<file path="config.mk">
export PLATFORM = sky130hd
export DESIGN_NAME = rmq_div
export DESIGN_NICKNAME = d
export VERILOG_FILES = /design/src/hw/rtl/rmq_pkg.sv /design/src/hw/rtl/rmq_div.sv
export SDC_FILE = /design/constraint.sdc
export NUM_CORES = 2
export LEC_CHECK = 0
export BUFFER_PORTS_ARGS = -buffer_cell sky130_fd_sc_hd__buf_2
export CORE_ASPECT_RATIO = 1.2
export CORE_MARGIN = 1
export CORE_UTILIZATION = 50
export CTS_BUF_LIST = sky130_fd_sc_hd__clkbuf_4
export DETAILED_ROUTE_END_ITERATION = 10
export HOLD_SLACK_MARGIN = 0.05
export PLACE_DENSITY = 0.72
export SYNTH_ARGS = -nofsm -noshare
export SYNTH_HDL_FRONTEND = slang
export SYNTH_SLANG_ARGS = --single-unit
</file>
<file path="constraint.sdc">
create_clock -name aclk -period 3.56 [get_ports aclk]
set_input_delay 0.712 -clock aclk [delete_from_list [all_inputs] [get_ports aclk]]
set_output_delay 0.712 -clock aclk [all_outputs]
set_load 0.03 [all_outputs]
</file>
<file path="src/hw/rtl/rmq_pkg.sv">
// Package with widths, types and helpers of the matrix to quaternion block.
package rmq_pkg;
    localparam int DATA_WIDTH = 20;
    localparam int FRAC_BITS  = 16;
    localparam int CAND_W     = DATA_WIDTH + 3;
    localparam int DIFF_W     = DATA_WIDTH + 1;
    // Radicand of the root: candidate shifted left by FRAC_BITS-2.
    localparam int RAD_W      = CAND_W + FRAC_BITS - 2;
    localparam int ROOT_W     = (RAD_W + 1) / 2;
    // Numerator of the scale quotient: doubled magnitude shifted.
    localparam int NUM_W      = DIFF_W + FRAC_BITS;
    localparam int QUO_W      = NUM_W;
    localparam int OUT_TDATA_W = ((4 * DATA_WIDTH + 7) / 8) * 8;
    localparam int IN_TDATA_W  = ((9 * DATA_WIDTH + 7) / 8) * 8;
    localparam int DIV_LAT    = NUM_W;

    typedef enum logic [1:0] {
        SEL_X = 2'd0,
        SEL_Y = 2'd1,
        SEL_Z = 2'd2,
        SEL_W = 2'd3
    } sel_t;

    typedef logic signed [DATA_WIDTH-1:0] data_t;

    function automatic data_t sat_out(input logic signed [QUO_W+1:0] v);
        logic signed [QUO_W+1:0] hi;
        logic signed [QUO_W+1:0] lo;
        hi = (QUO_W+2)'((64'sd1 <<< (DATA_WIDTH-1)) - 64'sd1);
        lo = -(QUO_W+2)'(64'sd1 <<< (DATA_WIDTH-1));
        if (v > hi) return data_t'(hi);
        if (v < lo) return data_t'(lo);
        return data_t'(v);
    endfunction
endpackage

</file>
<file path="src/hw/rtl/rmq_div.sv">
// Pipelined restoring divider, one quotient bit per stage.
module rmq_div
    import rmq_pkg::*;
(
    input  logic                  aclk,
    input  logic                  en,
    input  logic [NUM_W-1:0]      in_num,
    input  logic [ROOT_W:0]       in_den,
    output logic [QUO_W-1:0]      out_quo
);
    localparam int DW = ROOT_W + 2;

    logic [NUM_W-1:0] num_reg [NUM_W+1];
    logic [DW-1:0]    rem_reg [NUM_W+1];
    logic [ROOT_W:0]  den_reg [NUM_W+1];
    logic [QUO_W-1:0] quo_reg [NUM_W+1];

    always_comb begin
        num_reg[0] = in_num;
        rem_reg[0] = '0;
        den_reg[0] = in_den;
        quo_reg[0] = '0;
    end

    for (genvar k = 0; k < NUM_W; k++) begin : g_st
        logic [DW-1:0] r2;
        assign r2 = {rem_reg[k][DW-2:0], num_reg[k][NUM_W-1]};
        always_ff @(posedge aclk) begin
            if (en) begin
                if (r2 >= DW'(den_reg[k])) begin
                    rem_reg[k+1] <= r2 - DW'(den_reg[k]);
                    quo_reg[k+1] <= {quo_reg[k][QUO_W-2:0], 1'b1};
                end else begin
                    rem_reg[k+1] <= r2;
                    quo_reg[k+1] <= {quo_reg[k][QUO_W-2:0], 1'b0};
                end
                num_reg[k+1] <= num_reg[k] << 1;
                den_reg[k+1] <= den_reg[k];
            end
        end
    end

    assign out_quo = quo_reg[NUM_W];
endmodule

</file>
==> flow_metrics.py <==
metrics = {
    "run_status": {
        "status": "finished, violations left",
        "failed_checks": "setup timing",
    },
    "timing": {
        "drv_slew": 0,
        "slew_headroom": 0.289,
        "setup_viol": 1,
        "fmax_mhz": 281,
        "final.min_clock_period_ps": 3560,
        "setup_ws_ps": -2.86,
        "hold_viol_final": 0,
        "grt_setup_unrepaired": "yes",
        "fin_crit_sh": 1.00,
        "hold_ws_ps": 258,
        "finClkSkew_ps": 97.2,
        "worst_pin_slew_ps": 1040,
    },
    "yosys": {
        "yosysTopAreaCell": "edfxtp_1",
        "netlist_area_sq_um": 127000,
        "ys_top_cells_by_area": "edfxtp_1 66%, ha_1 7.1%, inv_1 2.6%",
        "synth_top_area_share": 0.662,
        "synthCells": 9345,
        "synthesis.nets": 10200,
        "ys_ff_latch": 2809,
        "synth_top_flop_cell": "edfxtp_1",
        "synth_warnings": 0,
        "synth_cell_types": 88,
        "async_flop_share": 0,
        "yosysSeqAreaShare": 0.662,
        "synth_area_per_cell_sq_um": 13.6,
        "synth-edff-count": 2809,
    },
    "run": {
        "drv_cap": 0,
    },
    "layout": {
        "final_nets": 11200,
        "drive_gt1_frac": 0.153,
        "most-common-layout-cells": "2809 x edfxtp_1, 950 x clkbuf_4, 890 x inv_1",
        "fin_cells": 14300,
        "largest_reg_flops": 756,
        "final_common_cell": "edfxtp_1",
        "syn_to_final_growth_pct": 13.4,
        "final_core_util": 0.572,
    },
    "cts": {
        "cts_tree": "done",
        "clkSinkCount": 2809,
        "clk_path_buf_depth": 4,
        "cts_buffers": 703,
        "path_clk_slew_ps": 70,
        "cts_root_buf": "clkbuf_4",
        "clk_latency_ps": 1360,
        "cts.htree.levels": 6,
    },
    "floorplan": {
        "initial_core_util": 0.504,
        "die_x_um": 463,
        "die-area_sq_um": 257000,
        "rows": 202,
        "die-height_um": 555,
        "ioPinCount": 96,
        "core_sq_um": 253000,
    },
    "drt": {
        "drtIter0Drc": 4938,
        "dr.pass1.iters": 6,
        "drt-wirelength-per-cell_um": 17.7,
        "routed_wl_um": 253000,
        "drc": 0,
        "vias": 76300,
        "ant_nets": 0,
        "viasPerCell": 5.35,
    },
    "worst_setup_path": {
        "path_class": "reg -> reg",
        "start_kind": "flip-flop",
        "cp-end-kind": "flip-flop",
        "crit_required_ps": 4560,
        "arrival_ps": 4560,
        "cp_max_fo": 5,
    },
    "grt": {
        "grt_pass1_wl_um": 400000,
        "grt_overflow": 0,
        "track_usage": 0.193,
        "antenna_found_initial": 4,
        "grt_pass1_vias": 77700,
        "grt_max_degree": 127,
    },
    "power": {
        "pwr_density_cell_nw_per_um2": 841,
        "ir_drop_mv": 0.459,
        "leakage_nw": 57.5,
    },
    "placement": {
        "gp_congestion": 0.883,
        "dpl.hpwl_um": 177000,
        "place_inst": 12900,
        "portBuffers": 95,
    },
    "min_path": {
        "hold_class": "in -> reg",
    },
}
==> repair_timing <==
item | CTS | global route
buffers inserted | 12 | 21
pin swaps | 20 | 24
hold buffers | 111 | 0
cloned | 2 | 4
gates resized for setup | 15 | 63
setup endpoints to repair | 70 | 278
endpoints found under the hold margin | 379 | 0
==> kinds of logic after synthesis <==
group | Yosys count | share of synthesized area
DFF | 2809 | 0.662
AOI/OAI and AO/OA | 2099 | 0.102
and+or+nand+nor | 1817 | 0.0671
buffers and inverters | 1098 | 0.0341
adders and majority gates | 757 | 0.0764
xor gates and xnor gates | 509 | 0.0350
muxes | 256 | 0.0233
==> metrics by stage <==
step	instance area (sq um)	total power [W]	setup slack, ps	setup TNS, ps
final	145000	0.122	-2.86	-2.86
after floorplan	127000	0.0810	15.6	0
after CTS	144000	0.122	-79.3	-1070
after global placement	134000	0.0931	-109	-2780
after global routing	145000	0.130	-147	-2620
after detailed placement	134000	0.0942	-118	-3930
==> area by class of cell <==
cell class	count	area, sq um
inverters	915	3430
clock buffers	950	7130
fillers	20200	108000
diodes	6	15.0
well taps	3366	4210
clock inverters	273	1570
multi-input cells	5438	39200
flip-flops and latches	2809	84400
repair buffers	497	4580
==> worst max-delay path: stages, from the launching register on <==
cell and delay [ps]:
edfxtp_1 430, ha_4 260, nor2b_4 120, o31a_1 270, or4_4 440, a41o_1 250
a21o_1 170, a21o_1 190, a221oi_4 270, o21ai_2 110, a21boi_4 200, buf_12 140
buf_12 120, mux2_4 290
==> final timing paths <==
check / start / endpoint / slack [ps] / cells past startpoint
setup / recovery: g_st[34].r2[1]$_DFFE_PP_ / g_st[35].r2[3]$_DFFE_PP_ / -3 / 13
hold / removal: in_den[2] / den_reg[722]$_DFFE_PP_ / 260 / 2
setup reg to reg: g_st[34].r2[1]$_DFFE_PP_ / g_st[35].r2[3]$_DFFE_PP_ / -3 / 13
hold reg to reg: num_reg[1214]$_DFFE_PP_ / num_reg[1178]$_DFFE_PP_ / 370 / 0
==> cells in the mapped netlist, types with 53 or more instances <==
library cell  count
nand2_1         620
inv_1           893
o21ai_1         327
nor2_1          452
a21oi_1         600
a21o_1          271
mux2_2           56
edfxtp_1       2809
nor2b_1         110
mux2_1          138
a31oi_1          55
nand3_1         116
nor3_1           89
o21a_1           97
xor2_1          238
ha_1            722
nand2b_1        112
clkbuf_1        118
o21bai_1         53
nand4_1          85
o21ai_0         305
xnor2_1         271
==> report_power, final <==
group | leakage (nW) | switching (W) | internal, W | total, W
registers | 27.5 | 0.00370 | 0.0454 | 0.0491
clock network | 5.15 | 0.0127 | 0.0135 | 0.0262
logic | 24.9 | 0.0253 | 0.0210 | 0.0462
total | 57.5 | 0.0417 | 0.0799 | 0.122
==> metal layers <==
| layer | global-route usage | part of all wire | vias to the layer above |
|---|---|---|---|
| li1 | - | - | 37200 |
| met1 | 0.220 | 0.40 | 36500 |
| met2 | 0.346 | 0.51 | 1966 |
| met3 | 0.0345 | 0.044 | 655 |
| met4 | 0.101 | 0.047 | 0 |
| met5 | 0 | 0 | - |
(Power assumes the default switching activity.)
