[config.mk]
export PLATFORM = sky130hd
export DESIGN_NAME = rmq_sqrt
export DESIGN_NICKNAME = d
export VERILOG_FILES = /design/src/hw/rtl/rmq_pkg.sv /design/src/hw/rtl/rmq_sqrt.sv
export SDC_FILE = /design/constraint.sdc
export NUM_CORES = 2
export LEC_CHECK = 0
export BUFFER_PORTS_ARGS = -buffer_cell sky130_fd_sc_hd__buf_4
export CORE_AREA = 2 2 392 394
export CTS_CLUSTER_SIZE = 25
export DETAILED_ROUTE_END_ITERATION = 8
export DIE_AREA = 0 0 394 396
export GPL_TIMING_DRIVEN = 0
export PLACE_DENSITY = 0.79
export SYNTH_ARGS = -nofsm -noshare
export SYNTH_HDL_FRONTEND = slang
export SYNTH_SLANG_ARGS = --single-unit
[constraint.sdc]
create_clock -name aclk -period 4.6 [get_ports aclk]
set_clock_uncertainty 0.1 [all_clocks]
set_input_delay 0.92 -clock aclk [delete_from_list [all_inputs] [get_ports aclk]]
set_output_delay 0.92 -clock aclk [all_outputs]
set_load 0.01 [all_outputs]
[src/hw/rtl/rmq_pkg.sv]
// Package with widths, types and helpers of the matrix to quaternion block.
package rmq_pkg;
    localparam int DATA_WIDTH = 20;
    localparam int FRAC_BITS  = 16;
    localparam int CAND_W     = DATA_WIDTH + 3;
    localparam int DIFF_W     = DATA_WIDTH + 1;
    // Radicand of the root: candidate shifted left by FRAC_BITS-2.
    localparam int RAD_W      = CAND_W + FRAC_BITS - 2;
    localparam int ROOT_W     = (RAD_W + 1) / 2;
    // Numerator of the scale quotient: doubled magnitude shifted.
    localparam int NUM_W      = DIFF_W + FRAC_BITS;
    localparam int QUO_W      = NUM_W;
    localparam int OUT_TDATA_W = ((4 * DATA_WIDTH + 7) / 8) * 8;
    localparam int IN_TDATA_W  = ((9 * DATA_WIDTH + 7) / 8) * 8;
    localparam int DIV_LAT    = NUM_W;

    typedef enum logic [1:0] {
        SEL_X = 2'd0,
        SEL_Y = 2'd1,
        SEL_Z = 2'd2,
        SEL_W = 2'd3
    } sel_t;

    typedef logic signed [DATA_WIDTH-1:0] data_t;

    function automatic data_t sat_out(input logic signed [QUO_W+1:0] v);
        logic signed [QUO_W+1:0] hi;
        logic signed [QUO_W+1:0] lo;
        hi = (QUO_W+2)'((64'sd1 <<< (DATA_WIDTH-1)) - 64'sd1);
        lo = -(QUO_W+2)'(64'sd1 <<< (DATA_WIDTH-1));
        if (v > hi) return data_t'(hi);
        if (v < lo) return data_t'(lo);
        return data_t'(v);
    endfunction
endpackage

[src/hw/rtl/rmq_sqrt.sv]
// Pipelined integer square root, one result bit per stage, with side data.
module rmq_sqrt
    import rmq_pkg::*;
(
    input  logic                     aclk,
    input  logic                     aresetn,
    input  logic                     en,
    input  logic                     in_valid,
    input  logic [RAD_W-1:0]         in_rad,
    input  logic [3*DIFF_W+3-1:0]    in_side,
    output logic                     out_valid,
    output logic [ROOT_W-1:0]        out_root,
    output logic [3*DIFF_W+3-1:0]    out_side
);
    localparam int RW = 2 * ROOT_W;
    localparam int SW = 3 * DIFF_W + 3;

    logic            v_reg    [ROOT_W+1];
    logic [RW-1:0]   rem_reg  [ROOT_W+1];
    logic [RW-1:0]   rad_reg  [ROOT_W+1];
    logic [ROOT_W-1:0] root_reg [ROOT_W+1];
    logic [SW-1:0]   side_reg [ROOT_W+1];

    always_comb begin
        v_reg[0]    = in_valid;
        rem_reg[0]  = '0;
        rad_reg[0]  = RW'(in_rad);
        root_reg[0] = '0;
        side_reg[0] = in_side;
    end

    // Restoring root: each stage brings down two radicand bits.
    for (genvar k = 0; k < ROOT_W; k++) begin : g_st
        logic [RW+1:0] r2;
        logic [RW+1:0] t;
        assign r2 = {rem_reg[k], rad_reg[k][RW-1 -: 2]};
        assign t  = {(RW+2-ROOT_W-2)'(0), root_reg[k], 2'b01};
        always_ff @(posedge aclk) begin
            if (!aresetn) begin
                v_reg[k+1] <= 1'b0;
            end else if (en) begin
                v_reg[k+1] <= v_reg[k];
            end
            if (en) begin
                if (r2 >= t) begin
                    rem_reg[k+1]  <= RW'(r2 - t);
                    root_reg[k+1] <= {root_reg[k][ROOT_W-2:0], 1'b1};
                end else begin
                    rem_reg[k+1]  <= RW'(r2);
                    root_reg[k+1] <= {root_reg[k][ROOT_W-2:0], 1'b0};
                end
                rad_reg[k+1]  <= rad_reg[k] << 2;
                side_reg[k+1] <= side_reg[k];
            end
        end
    end

    assign out_valid = v_reg[ROOT_W];
    assign out_root  = root_reg[ROOT_W];
    assign out_side  = side_reg[ROOT_W];
endmodule

==> out/metrics.csv <==
metric,value,unit
Crit Path Max Fanout,10,
syn avg cell area,16.51,µm²
number of diodes,0,
Post-Syn Nets,5991,
"commonest non-fill, non-tap cell in the layout",edfxtp_1,
worst rel slew slack,0.1277,
number of buffers created by CTS,224,
met3 wire length,5527,µm
Hold Fails Final Rpt,0,
Leak,0.03744,µW
post-route cell area,0.1056,mm²
largest net degree at the start of global routing,206,
Clock transition at path regs,0.07,ns
hold_buf cts,0,
unrepaired setup endpoints after global routing,false,
Cell variety after synth,93,
number of buffers added on ports,192,
crit path DAT,4.73,ns
Die Y,396,µm
post-cts sizing count,0,
DRT Pass-1 Iters,5,
min cycle time layout,4.286,ns
vias per inst,5.520,
Metal-1 WL,56880,µm
CP Depth,8,
GRT overflow,0,
CTS tree,done,
"EDFF count, synth",2406,
initial antenna violation count,2,
DP HPWL,97610,µm
worst skew pair latency,0.87,ns
"flops & latches, synth",2425,
1st-iter DRT viols,3111,
antenna-violating nets left,0,
fin. max-slew vios,0,
worst flop-to-flop path endpoint,g_st[18].r2[15],
worst slew pin tran,1.288,ns
Crit Path Category,reg2reg,
Tot GR Track Use,0.2014,
multiplexer share of the synthesized area,0.005340,
max-cap viol count,0,
sequential cell area fraction in the yosys report,0.7749,
pre-CTS WS,-0.1228,ns
Critical Path End Type,flip-flop,
final WL,157000,µm
Die Span X,394,µm
number of flip-flops in the largest register,1188,
largest family of logic cells by synthesized area,simple AND/OR/NAND/NOR gates,
Initial Util,0.6184,
routed len/inst,18.85,µm
number of cells produced by synthesis,5675,
Sink Count,2425,
Critical path destination,g_st[18].r2[15],
slowest CP cell,a2111oi_0,
Clock Path Buffers,3,
cell chain of the critical path,ha_1 > a2111oi_0 > a21oi_1 > o31a_1 > nor2_1 > clkbuf_1 > buf_1 > o21ai_0,
Die Footprint,0.1560,mm²
Reg2Reg Depth,8,
CP peak stage delay,0.62,ns
global-route wire length before repair,246400,µm
CP required,5.05,ns
Post-Synth XOR/XNOR Area,0.04887,
origin of the critical flop-to-flop path,g_st[17].r2[7],
Core Region,0.1515,mm²
DR vias,45980,
Post-Syn Area,0.09372,mm²
vias in the first global route,47130,
# nets final,6421,
fmax,233.3,MHz
Worst Hold Class,in2reg,
R2R setup slack,0.31,ns
Pwr Density,471.5,mW/mm²
dpl cell area,0.09805,mm²
Design Power,49770,µW
Final Wtd Congestion,0.9512,
Row Count,143,
top sig layer,met4,
Routed met2 length,85520,µm
Main synth FF type,edfxtp_1,
H-tree depth,4,
crit path launch,g_st[17].r2[7],
layout cell share with drive strength beyond 1,0.1094,
CTS Root Cell,clkbuf_16,
most frequent cells in the layout,"edfxtp_1 (2,406), nor2_1 (326), xnor2_1 (268), inv_1 (264), nand2_1 (260)",
Post-CTS Setup Bufs,0,
Post-Synth Adder-Cell Area,0.02790,
setup ws final,0.3138,ns
DRC errors left,0,
CP top delay family,compound AO/OA/AOI/OAI gates,
simple-gate portion of the synthesized area,0.07820,
Startpoint Class,flip-flop,
status,completed,
IO Count,193,
synth-to-layout area growth,12.63,%
Buffers & Inverters on Critical Path,2,
Synth Area in Compound Gates,0.04516,
Min Hold Slack,0.09679,ns
Synth Warn #,0,
"FFs w/ async S/R, synth",0,
endpoints failing setup,0,
Final period util,0.9318,
VDD IR max,0.0005407,V
Setup TNS Final,0,ns
[cell usage after synthesis, types with 46 or more instances]
| master | number | area share |
|---|---|---|
| nor2_1 | 326 | 0.013 |
| xor2_1 | 255 | 0.024 |
| o21ai_0 | 169 | 0.0090 |
| nand2b_1 | 57 | 0.0038 |
| edfxtp_1 | 2406 | 0.77 |
| ha_1 | 209 | 0.028 |
| nor2b_1 | 51 | 0.0034 |
| nand4_1 | 61 | 0.0041 |
| xnor2_1 | 268 | 0.025 |
| or3_1 | 74 | 0.0049 |
| or4_1 | 57 | 0.0046 |
| nand3_1 | 97 | 0.0052 |
| a21o_1 | 46 | 0.0037 |
| nor4_1 | 89 | 0.0059 |
| inv_1 | 264 | 0.011 |
| nand2_1 | 260 | 0.010 |
| nor3_1 | 146 | 0.0078 |
| buf_4 | 67 | 0.0054 |
| a21oi_1 | 200 | 0.011 |
| clkbuf_1 | 67 | 0.0027 |
[worst min-delay path by stage]
stage	end	slack [ns]	cells past startpoint	start
after floorplan	g_st[10].r2[0]	0.30	0	rad_reg[414]
after global placement	side_reg[605]	0.30	0	side_reg[671]
after detailed placement	g_st[15].r2[0]	0.30	0	rad_reg[224]
after CTS	side_reg[1191]	0.01	1	in_side[3]
after global routing	side_reg[1205]	0.03	1	in_side[17]
final	side_reg[1205]	0.1	1	in_side[17]
[per-layer routing]
layer  global-route usage  vias to the layer above
met4               0.1154                        0
li1                     -                    22370
met5                    0                        -
met1               0.2131                    22040
met2               0.3792                     1111
met3              0.03123                      464
[logic make-up (layout without fill, tap and decap cells)]
group           count (synthesis)  in the layout
flops                        2425           2425
simple gates                 1390           1390
compound gates                668            668
xor+xnor                      523            523
buf+inv                       412           1037
fa+ha+maj                     209            209
mux                            47             47
other cells                     1              1
[power breakdown]
group	internal [µW]	switching (µW)	leakage (µW)	total, µW
sequential	26400	884	0.0235	27300
clock	10400	8060	0.00362	18400
combinational	1610	2460	0.0103	4070
[metrics by stage]
stage / std cells / util
global route: 8330 / 0.6966
CTS: 8330 / 0.6966
global placement: 7897 / 0.6447
finish: 8330 / 0.6966
detailed placement: 7909 / 0.6470
floorplan: 5675 / -
[final cells by class]
| type | instances | area, µm² |
|---|---|---|
| Sequential cell | 2425 | 72630 |
| Fill cell | 9540 | 45990 |
| Multi-Input combinational cell | 2838 | 19260 |
| Clock buffer | 277 | 5864 |
| Tap cell | 2030 | 2540 |
| Timing Repair Buffer | 204 | 1792 |
| Clock inverter | 144 | 1642 |
| Inverter | 265 | 994.7 |
| Buffer | 147 | 835.8 |
Note: power is estimated with default switching activity, not from simulation.
