`src/hw/rtl/rmq_pkg.sv`:
```
// Package with widths, types and helpers of the matrix to quaternion block.
package rmq_pkg;
    localparam int DATA_WIDTH = 20;
    localparam int FRAC_BITS  = 16;
    localparam int CAND_W     = DATA_WIDTH + 3;
    localparam int DIFF_W     = DATA_WIDTH + 1;
    // Radicand of the root: candidate shifted left by FRAC_BITS-2.
    localparam int RAD_W      = CAND_W + FRAC_BITS - 2;
    localparam int ROOT_W     = (RAD_W + 1) / 2;
    // Numerator of the scale quotient: doubled magnitude shifted.
    localparam int NUM_W      = DIFF_W + FRAC_BITS;
    localparam int QUO_W      = NUM_W;
    localparam int OUT_TDATA_W = ((4 * DATA_WIDTH + 7) / 8) * 8;
    localparam int IN_TDATA_W  = ((9 * DATA_WIDTH + 7) / 8) * 8;
    localparam int DIV_LAT    = NUM_W;

    typedef enum logic [1:0] {
        SEL_X = 2'd0,
        SEL_Y = 2'd1,
        SEL_Z = 2'd2,
        SEL_W = 2'd3
    } sel_t;

    typedef logic signed [DATA_WIDTH-1:0] data_t;

    function automatic data_t sat_out(input logic signed [QUO_W+1:0] v);
        logic signed [QUO_W+1:0] hi;
        logic signed [QUO_W+1:0] lo;
        hi = (QUO_W+2)'((64'sd1 <<< (DATA_WIDTH-1)) - 64'sd1);
        lo = -(QUO_W+2)'(64'sd1 <<< (DATA_WIDTH-1));
        if (v > hi) return data_t'(hi);
        if (v < lo) return data_t'(lo);
        return data_t'(v);
    endfunction
endpackage

```
`src/hw/rtl/rmq_front.sv`:
```
// Candidate forming, largest pick and off-diagonal terms, two register stages.
module rmq_front
    import rmq_pkg::*;
(
    input  logic                          aclk,
    input  logic                          aresetn,
    input  logic                          en,
    input  logic                          in_valid,
    input  logic [IN_TDATA_W-1:0]         in_data,
    output logic                          out_valid,
    output sel_t                          out_sel,
    output logic                          out_degen,
    output logic [CAND_W-1:0]             out_cand,
    output logic signed [DIFF_W-1:0]      out_d0,
    output logic signed [DIFF_W-1:0]      out_d1,
    output logic signed [DIFF_W-1:0]      out_d2
);
    data_t m [9];
    always_comb begin
        for (int i = 0; i < 9; i++) begin
            m[i] = data_t'(in_data[i*DATA_WIDTH +: DATA_WIDTH]);
        end
    end

    // Stage 1: candidates and the six off-diagonal terms.
    logic                     v1_reg;
    logic signed [CAND_W-1:0] c_reg [4];
    logic signed [DIFF_W-1:0] s01_reg, s02_reg, s12_reg, d12_reg, d20_reg, d01_reg;
    logic signed [CAND_W-1:0] a0, a1, a2, one;
    assign a0  = CAND_W'(m[0]);
    assign a1  = CAND_W'(m[4]);
    assign a2  = CAND_W'(m[8]);
    assign one = CAND_W'(1) <<< FRAC_BITS;

    always_ff @(posedge aclk) begin
        if (!aresetn) begin
            v1_reg <= 1'b0;
        end else if (en) begin
            v1_reg <= in_valid;
        end
        if (en) begin
            c_reg[0] <= a0 - a1 - a2 + one;
            c_reg[1] <= -a0 + a1 - a2 + one;
            c_reg[2] <= -a0 - a1 + a2 + one;
            c_reg[3] <= a0 + a1 + a2 + one;
            s01_reg  <= DIFF_W'(m[3]) + DIFF_W'(m[1]);
            s02_reg  <= DIFF_W'(m[2]) + DIFF_W'(m[6]);
            s12_reg  <= DIFF_W'(m[7]) + DIFF_W'(m[5]);
            d12_reg  <= DIFF_W'(m[7]) - DIFF_W'(m[5]);
            d20_reg  <= DIFF_W'(m[2]) - DIFF_W'(m[6]);
            d01_reg  <= DIFF_W'(m[3]) - DIFF_W'(m[1]);
        end
    end

    // Stage 2: pick the largest candidate, first wins ties.
    sel_t                     best;
    logic signed [CAND_W-1:0] bc;
    always_comb begin
        best = SEL_X;
        bc   = c_reg[0];
        if (c_reg[1] > bc) begin best = SEL_Y; bc = c_reg[1]; end
        if (c_reg[2] > bc) begin best = SEL_Z; bc = c_reg[2]; end
        if (c_reg[3] > bc) begin best = SEL_W; bc = c_reg[3]; end
    end

    logic                     v2_reg;
    sel_t                     sel_reg;
    logic                     degen_reg;
    logic [CAND_W-1:0]        cand_reg;
    logic signed [DIFF_W-1:0] d0_reg, d1_reg, d2_reg;
    always_ff @(posedge aclk) begin
        if (!aresetn) begin
            v2_reg <= 1'b0;
        end else if (en) begin
            v2_reg <= v1_reg;
        end
        if (en) begin
            sel_reg   <= best;
            degen_reg <= (bc <= 0);
            cand_reg  <= (bc <= 0) ? '0 : bc;
            unique case (best)
                SEL_X: begin d0_reg <= s01_reg; d1_reg <= s02_reg; d2_reg <= d12_reg; end
                SEL_Y: begin d0_reg <= s01_reg; d1_reg <= s12_reg; d2_reg <= d20_reg; end
                SEL_Z: begin d0_reg <= s02_reg; d1_reg <= s12_reg; d2_reg <= d01_reg; end
                default: begin d0_reg <= d12_reg; d1_reg <= d20_reg; d2_reg <= d01_reg; end
            endcase
        end
    end

    assign out_valid = v2_reg;
    assign out_sel   = sel_reg;
    assign out_degen = degen_reg;
    assign out_cand  = cand_reg;
    assign out_d0    = d0_reg;
    assign out_d1    = d1_reg;
    assign out_d2    = d2_reg;
endmodule

```
`config.mk`:
```
export PLATFORM = sky130hd
export DESIGN_NAME = rmq_front
export DESIGN_NICKNAME = d
export VERILOG_FILES = /design/src/hw/rtl/rmq_pkg.sv /design/src/hw/rtl/rmq_front.sv
export SDC_FILE = /design/constraint.sdc
export NUM_CORES = 1
export LEC_CHECK = 0
export ABC_CLOCK_PERIOD_IN_PS = 24100
export BUFFER_PORTS_ARGS = -buffer_cell sky130_fd_sc_hd__buf_2
export CAP_MARGIN = 0
export CORE_ASPECT_RATIO = 1.75
export CORE_UTILIZATION = 40
export DETAILED_ROUTE_END_ITERATION = 12
export GPL_TIMING_DRIVEN = 0
export SLEW_MARGIN = 20
export SYNTH_ARGS = -nofsm -noshare
export SYNTH_HDL_FRONTEND = slang
export SYNTH_SLANG_ARGS = --single-unit
```
`constraint.sdc`:
```
create_clock -name aclk -period 24.1 [get_ports aclk]
set_input_delay 2.41 -clock aclk [delete_from_list [all_inputs] [get_ports aclk]]
set_output_delay 2.41 -clock aclk [all_outputs]
set_load 0.1 [all_outputs]
```
==> reports/summary.txt, run 1 <==
Port Buf Inserts - 273
Critical path launch point type - flip-flop
Hold Path Sink - out_valid
Sink Count - 303
Layout cell share with drive strength beyond 1 - 0.140
Worst Path Class, Setup - reg2reg
Total track usage - 0.241
Asr flop ratio synth - 0
Reg2reg setup slack - 13.42 ns
# IOs - 278
Final setup viols - 0
Worst-path clk slew - 0.06 ns
Setup Buffers After CTS - 0
Distinct cells, synth - 80
Reg2Reg Capture Point - out_d1[12]
Hold_buf cts - 0
Worst hold path depth - 2
Least-Margin Pin Slew - 0.925 ns
Yosys top cell area share - 0.359
CP arrival - 11.01 ns
Most frequent cells after synthesis - 360 x ha_1, 301 x edfxtp_1, 278 x inv_1
Worst Path Required - 24.43 ns
DP Wirelength - 63700 microns
Setup ws final - 13.42 ns
Syn Area/Cell - 10.2 sq um
Setup TNS - 0 ns
Chip Height - 334 microns
Rows - 121
Post-synth net total - 3116
Core Area - 0.0622 sq mm
Endpoints failing hold - 0
Largest net degree at the start of global routing - 108
Period utilization - 0.443
Leading area contributor after synthesis - edfxtp_1
First-pass DRT Iterations - 5
Unrepaired setup endpoints after global routing - false
GRT busiest layer - met2
Pre-CTS setup slack - 13.59 ns
DRC - 0
First-pass GRT wire length - 113000 microns
Clk_skew - 0.0228 ns
Die W - 192 microns
Met3 GRT Util - 0.0491
Crit-path most repeated cell - clkbuf_1
CTS tree - yes
CP max stage delay - 0.52 ns
Clock buffer depth - 3
DRT antenna net count - 0
Slew headroom - 0.378
Final WL - 76400 microns
DR WL/cell - 21.1 microns
Max Clk Rate - 0.0936 GHz
Max reg flops - 89
Post-synthesis sequential area ratio - 0.361
M2 GR Usage - 0.470
Cell at the slowest stage of the critical path - clkbuf_1
HP Class - reg2reg
Ranking of synthesized cells by area - edfxtp_1 36%, ha_1 18%, fa_1 7.3%
Post-synth EDFFs - 301
Total grt overflow - 0
H-tree levels - 2
Synth Flop Type - edfxtp_1
Final Critical Period - 10.68 ns
Area Overhead vs Synth - 14.4%
CP endpoint kind - flip-flop
DR vias/cell - 5.40
CTS Buf Count - 36
Critical R2R Launch - c_reg[1][22]
Die ar. - 0.0639 sq mm
Root buffer cell - clkbuf_16
Top-count cell post-synth - ha_1
Met1 usage - 0.204
Crit Path Max Fanout - 10
Max-cap violations - 0
Hold Crit Start - v1_reg
Depth of the most critical reg-to-reg path - 37
Slew Viols, Final - 0
Nets - 3431
Total number of vias - 19600
Vias in the first global route - 20300
Gpl congestion - 0.930
Post-synthesis cell area - 0.0251 sq mm
Iter 0 DRT Violations - 998
Post-CTS Resized - 0
Status - completed
Starting density of the core - 0.404
Initial antenna violation count - 18
Mapped Cells - 2476
Seq cells post-synth - 303
Yosys warning count - 0
Clk Latency, worst-skew pair - 0.56 ns
-- placed cells by master, fill, tap and decap left out, types with 67 or more instances in the layout --
cell,instances
a21oi_1,176
fa_1,92
nand2_1,112
buf_2,285
nor2_1,213
a22oi_1,67
inv_1,278
edfxtp_1,301
ha_1,360
xnor2_1,126
o21ai_0,135
-- critical path: cells and delay by family, from the launching register on --
family	cells	cell delay [ns]
AO/OA/AOI/OAI	19	4.50
adder cells (fa/ha/maj)	4	1.23
buffers and inverters	8	3.02
flip-flops	1	0.42
AND/OR/NAND/NOR	6	1.28
-- how the worst max path moves through the flow --
| stage | slack (ns) | to | startpoint |
|---|---|---|---|
| 2_1_floorplan | 16.00 | out_d0[20] | c_reg[1][16] |
| 3_3_place_gp | 13.73 | out_d1[8] | c_reg[1][22] |
| 3_5_place_dp | 13.59 | out_d1[8] | c_reg[1][22] |
| 4_1_cts | 13.55 | out_d1[8] | c_reg[1][22] |
| 5_1_grt | 12.72 | out_d1[8] | c_reg[1][22] |
| 6_report | 13.42 | out_d1[12] | c_reg[1][22] |
-- per-stage QoR --
step	std cells	hold slack [ns]	instance area (sq um)	util
finish	3622	0.517	28800	0.462
global route	3616	0.544	28800	0.462
global placement	3548	0.505	27500	0.442
CTS	3615	0.520	28700	0.462
detailed placement	3552	0.512	27600	0.444
floorplan	2476	0.482	25100	-
-- layer usage --
layer / vias up / part of all wire
met1: 9300 / 0.30
met4: 20 / 0.090
li1: 9438 / -
met3: 234 / 0.056
met2: 582 / 0.55
met5: - / 0.0018
-- cells by family (layout without fill, tap and decap cells) --
family	after synthesis	count (layout)	share of synthesized area
xor gates and xnor gates	170	170	0.0592
adders and majority gates	453	453	0.253
DFF	303	303	0.361
buffers and inverters	347	687	0.0534
muxes	25	25	0.0108
other	1	8	0.000149
and+or+nand+nor	573	573	0.109
AOI/OAI and AO/OA	604	604	0.153
-- cell type report --
cell class                      instances  area (sq um)
Buffer                                 69           300
Antenna cell                            7          17.5
Fill cell                            5902         33500
Clock inverter                         22           208
Tap cell                              799          1000
Clock buffer                           41           920
Timing Repair Buffer                  277          1460
Inverter                              278          1040
Multi-Input combinational cell       1826         14700
Sequential cell                       303          9080
Power of run 1 is not shown: default switching activity piles up to over one toggle a cycle in this logic, so the estimate is an artifact.
==> run 2, diff against run 1 <==
- ABC_AREA: not set -> 1
- ABC_CLOCK_PERIOD_IN_PS: 24100 -> 10980
- clock period: 24.1 -> 10.98 ns (I/O delays scaled with it)
==> run 2 against run 1 <==
Die area is 1.5% lower; wire length fell by 6.6%; synthesized cell count increased by 6.5%; cell count up 4.1%; critical path type unchanged; clock skew is essentially flat; global-route usage fell by 1.2 points; via count fell by 3.1%.
==> reports/summary.txt, run 2 <==
DR vias/cell - 5.03 (-6.9%)
Slew Viols, Final - 0 (unchanged)
Status - completed
Starting density of the core - 0.405 (+0.000984)
CTS tree - yes
Final WL - 71400 microns (-6.6%)
Unrepaired setup endpoints after global routing - false
Die ar. - 0.0629 sq mm (-1.5%)
Final Critical Period - 10.26 ns (-0.419 ns)
Nets - 3585 (+4.5%)
Seq cells post-synth - 303 (unchanged)
Hold Crit Start - v1_reg
Final setup viols - 0 (unchanged)
Largest net degree at the start of global routing - 100 (-7.4%)
First-pass DRT Iterations - 7 (+2)
Endpoints failing hold - 0 (unchanged)
Depth of the most critical reg-to-reg path - 42 (+14%)
Most frequent cells in the layout - 429 x inv_1, 410 x nand2_1, 360 x ha_1
Chip Height - 331 microns (-0.77%)
Initial antenna violation count - 21 (+3)
Worst Path Required - 11.32 ns (-13.11 ns)
Distinct cells, synth - 41 (-49%)
Post-synth EDFFs - 301 (unchanged)
Mapped Cells - 2637 (+6.5%)
DRT antenna net count - 0 (unchanged)
Worst hold path depth - 2 (unchanged)
Slew headroom - 0.528 (+0.150)
Yosys warning count - 0 (unchanged)
Sink Count - 303 (unchanged)
Area Overhead vs Synth - 14.3% (about the same)
First-pass GRT wire length - 108000 microns (-4.9%)
Asr flop ratio synth - 0 (unchanged)
Crit-path most repeated cell - nand2_1
Reg2Reg Capture Point - out_d2[2]
Leading area contributor after synthesis - edfxtp_1
Reg2reg setup slack - 0.72 ns (-12.70 ns)
CP endpoint kind - flip-flop
Most frequent cells after synthesis - 429 x inv_1, 410 x nand2_1, 360 x ha_1
Period utilization - 0.935 (+0.491)
Rows - 120 (-0.83%)
Critical R2R Launch - c_reg[1][22]
Clk Latency, worst-skew pair - 0.60 ns (+0.04 ns)
CP max stage delay - 0.52 ns (about the same)
Total number of vias - 19000 (-3.1%)
Cell at the slowest stage of the critical path - ha_1
CTS Buf Count - 31 (-14%)
Synth Flop Type - edfxtp_1
Worst-path clk slew - 0.06 ns (about the same)
CP arrival - 10.60 ns (-0.41 ns)
DR WL/cell - 18.9 microns (-10%)
Total grt overflow - 0 (unchanged)
Top-count cell post-synth - inv_1
H-tree levels - 1 (-1)
Max-cap violations - 0 (unchanged)
Total track usage - 0.228 (-0.0125)
HP Class - reg2reg
Root buffer cell - clkbuf_16
Min Hold Slack - 0.494 ns (-0.0233 ns)
DRC - 0 (unchanged)
Worst Path Class, Setup - reg2reg
Max reg flops - 89 (unchanged)
Ranking of synthesized cells by area - edfxtp_1 37%, ha_1 18%, fa_1 7.4%
Clock buffer depth - 3 (unchanged)
Hold Path Sink - out_valid
Iter 0 DRT Violations - 758 (-24%)
Setup TNS - 0 ns (unchanged)
Syn Area/Cell - 9.39 sq um (-7.6%)
Layout cell share with drive strength beyond 1 - 0.119 (-0.0214)
Die W - 190 microns (-0.77%)
# IOs - 278 (unchanged)
Vias in the first global route - 20300 (-0.054%)
Crit Path Max Fanout - 18 (+8)
Least-Margin Pin Slew - 0.708 ns (-0.217 ns)
DP Wirelength - 60800 microns (-4.5%)
Setup Buffers After CTS - 0 (unchanged)
Yosys top cell area share - 0.365 (+0.00567)
Clk_skew - 0.0227 ns (-0.000127 ns)
Post-synthesis sequential area ratio - 0.367 (+0.00569)
Gpl congestion - 0.933 (+0.35%)
Most common cell after layout, fill and taps aside - inv_1
Max Clk Rate - 0.0974 GHz (+4.1%)
Port Buf Inserts - 273 (unchanged)
Critical path launch point type - flip-flop
Post-synthesis cell area - 0.0248 sq mm (-1.6%)
Post-synth net total - 3277 (+5.2%)
Core Area - 0.0611 sq mm (-1.8%)
## run 2: changes by cell type in the layout (fill, tap and decap cells not counted), moves of 64 or more
cell,before,now
a21oi_1,176,254
inv_1,278,429
nand2_1,112,410
nand3_1,26,90
nor2_1,213,122
xnor2_1,126,23
xor2_1,44,180
## run 2: worst max-delay path by stage
stage / start / to / cells after the start
2_1_floorplan: c_reg[1][22] / out_d2[20] / 44
3_3_place_gp: c_reg[1][6] / out_d2[2] / 43
3_5_place_dp: c_reg[1][6] / out_d2[2] / 43
4_1_cts: c_reg[1][22] / out_d2[2] / 43
5_1_grt: c_reg[1][22] / out_d2[2] / 43
6_report: c_reg[1][22] / out_d2[2] / 42
## run 2: layer usage
metal | vias to the layer above | wire length [microns] | GRT usage
met3 | 182 | 3290 | 0.0418
li1 | 9478 | - | -
met5 | - | 199 | 0
met4 | 32 | 3730 | 0.114
met2 | 412 | 41700 | 0.485
met1 | 8859 | 22500 | 0.193
## run 2: per-stage QoR
step,area (sq um),setup WS (ns),std cells,util
after detailed placement,27200,0.448,3706,0.445
final,28300,0.718,3769,0.463
after CTS,28300,0.417,3763,0.463
after global routing,28300,0.130,3763,0.463
after global placement,27100,0.511,3703,0.444
after floorplan,24800,4.36,2637,-
## run 2: cell type report
type / instances / area [sq um]
flip-flops and latches: 303 / 9080
diodes: 7 / 17.5
plain buffers: 57 / 253
fillers: 5913 / 32800
clock inverters: 20 / 241
inverters: 431 / 1620
well taps: 793 / 992
clock buffers: 37 / 838
multi-input cells: 1845 / 13800
repair buffers: 276 / 1460
## run 2: what timing repair did
| action | 4_1_cts | 5_1_grt |
|---|---|---|
| setup endpoints to repair | 0 | 22 |
| hold buffers | 0 | 0 |
| gates resized for setup | 0 | 3 |
## run 2: kinds of logic after synthesis
family	count (synthesis)	share of synthesized area
AO/OA/AOI/OAI	490	0.111
XOR/XNOR	203	0.0718
adder cells (fa/ha/maj)	452	0.256
buffers and inverters	489	0.0757
flip-flops	303	0.367
other	1	0.000151
AND/OR/NAND/NOR	699	0.118
## run 2: critical path: cells and delay by family (launching register included)
kind | cells | cell delay [ns]
simple gates | 22 | 3.63
flops | 1 | 0.42
buf+inv | 7 | 2.73
compound gates | 9 | 1.71
fa+ha+maj | 4 | 1.47
Power of run 2 is left out for the same reason.
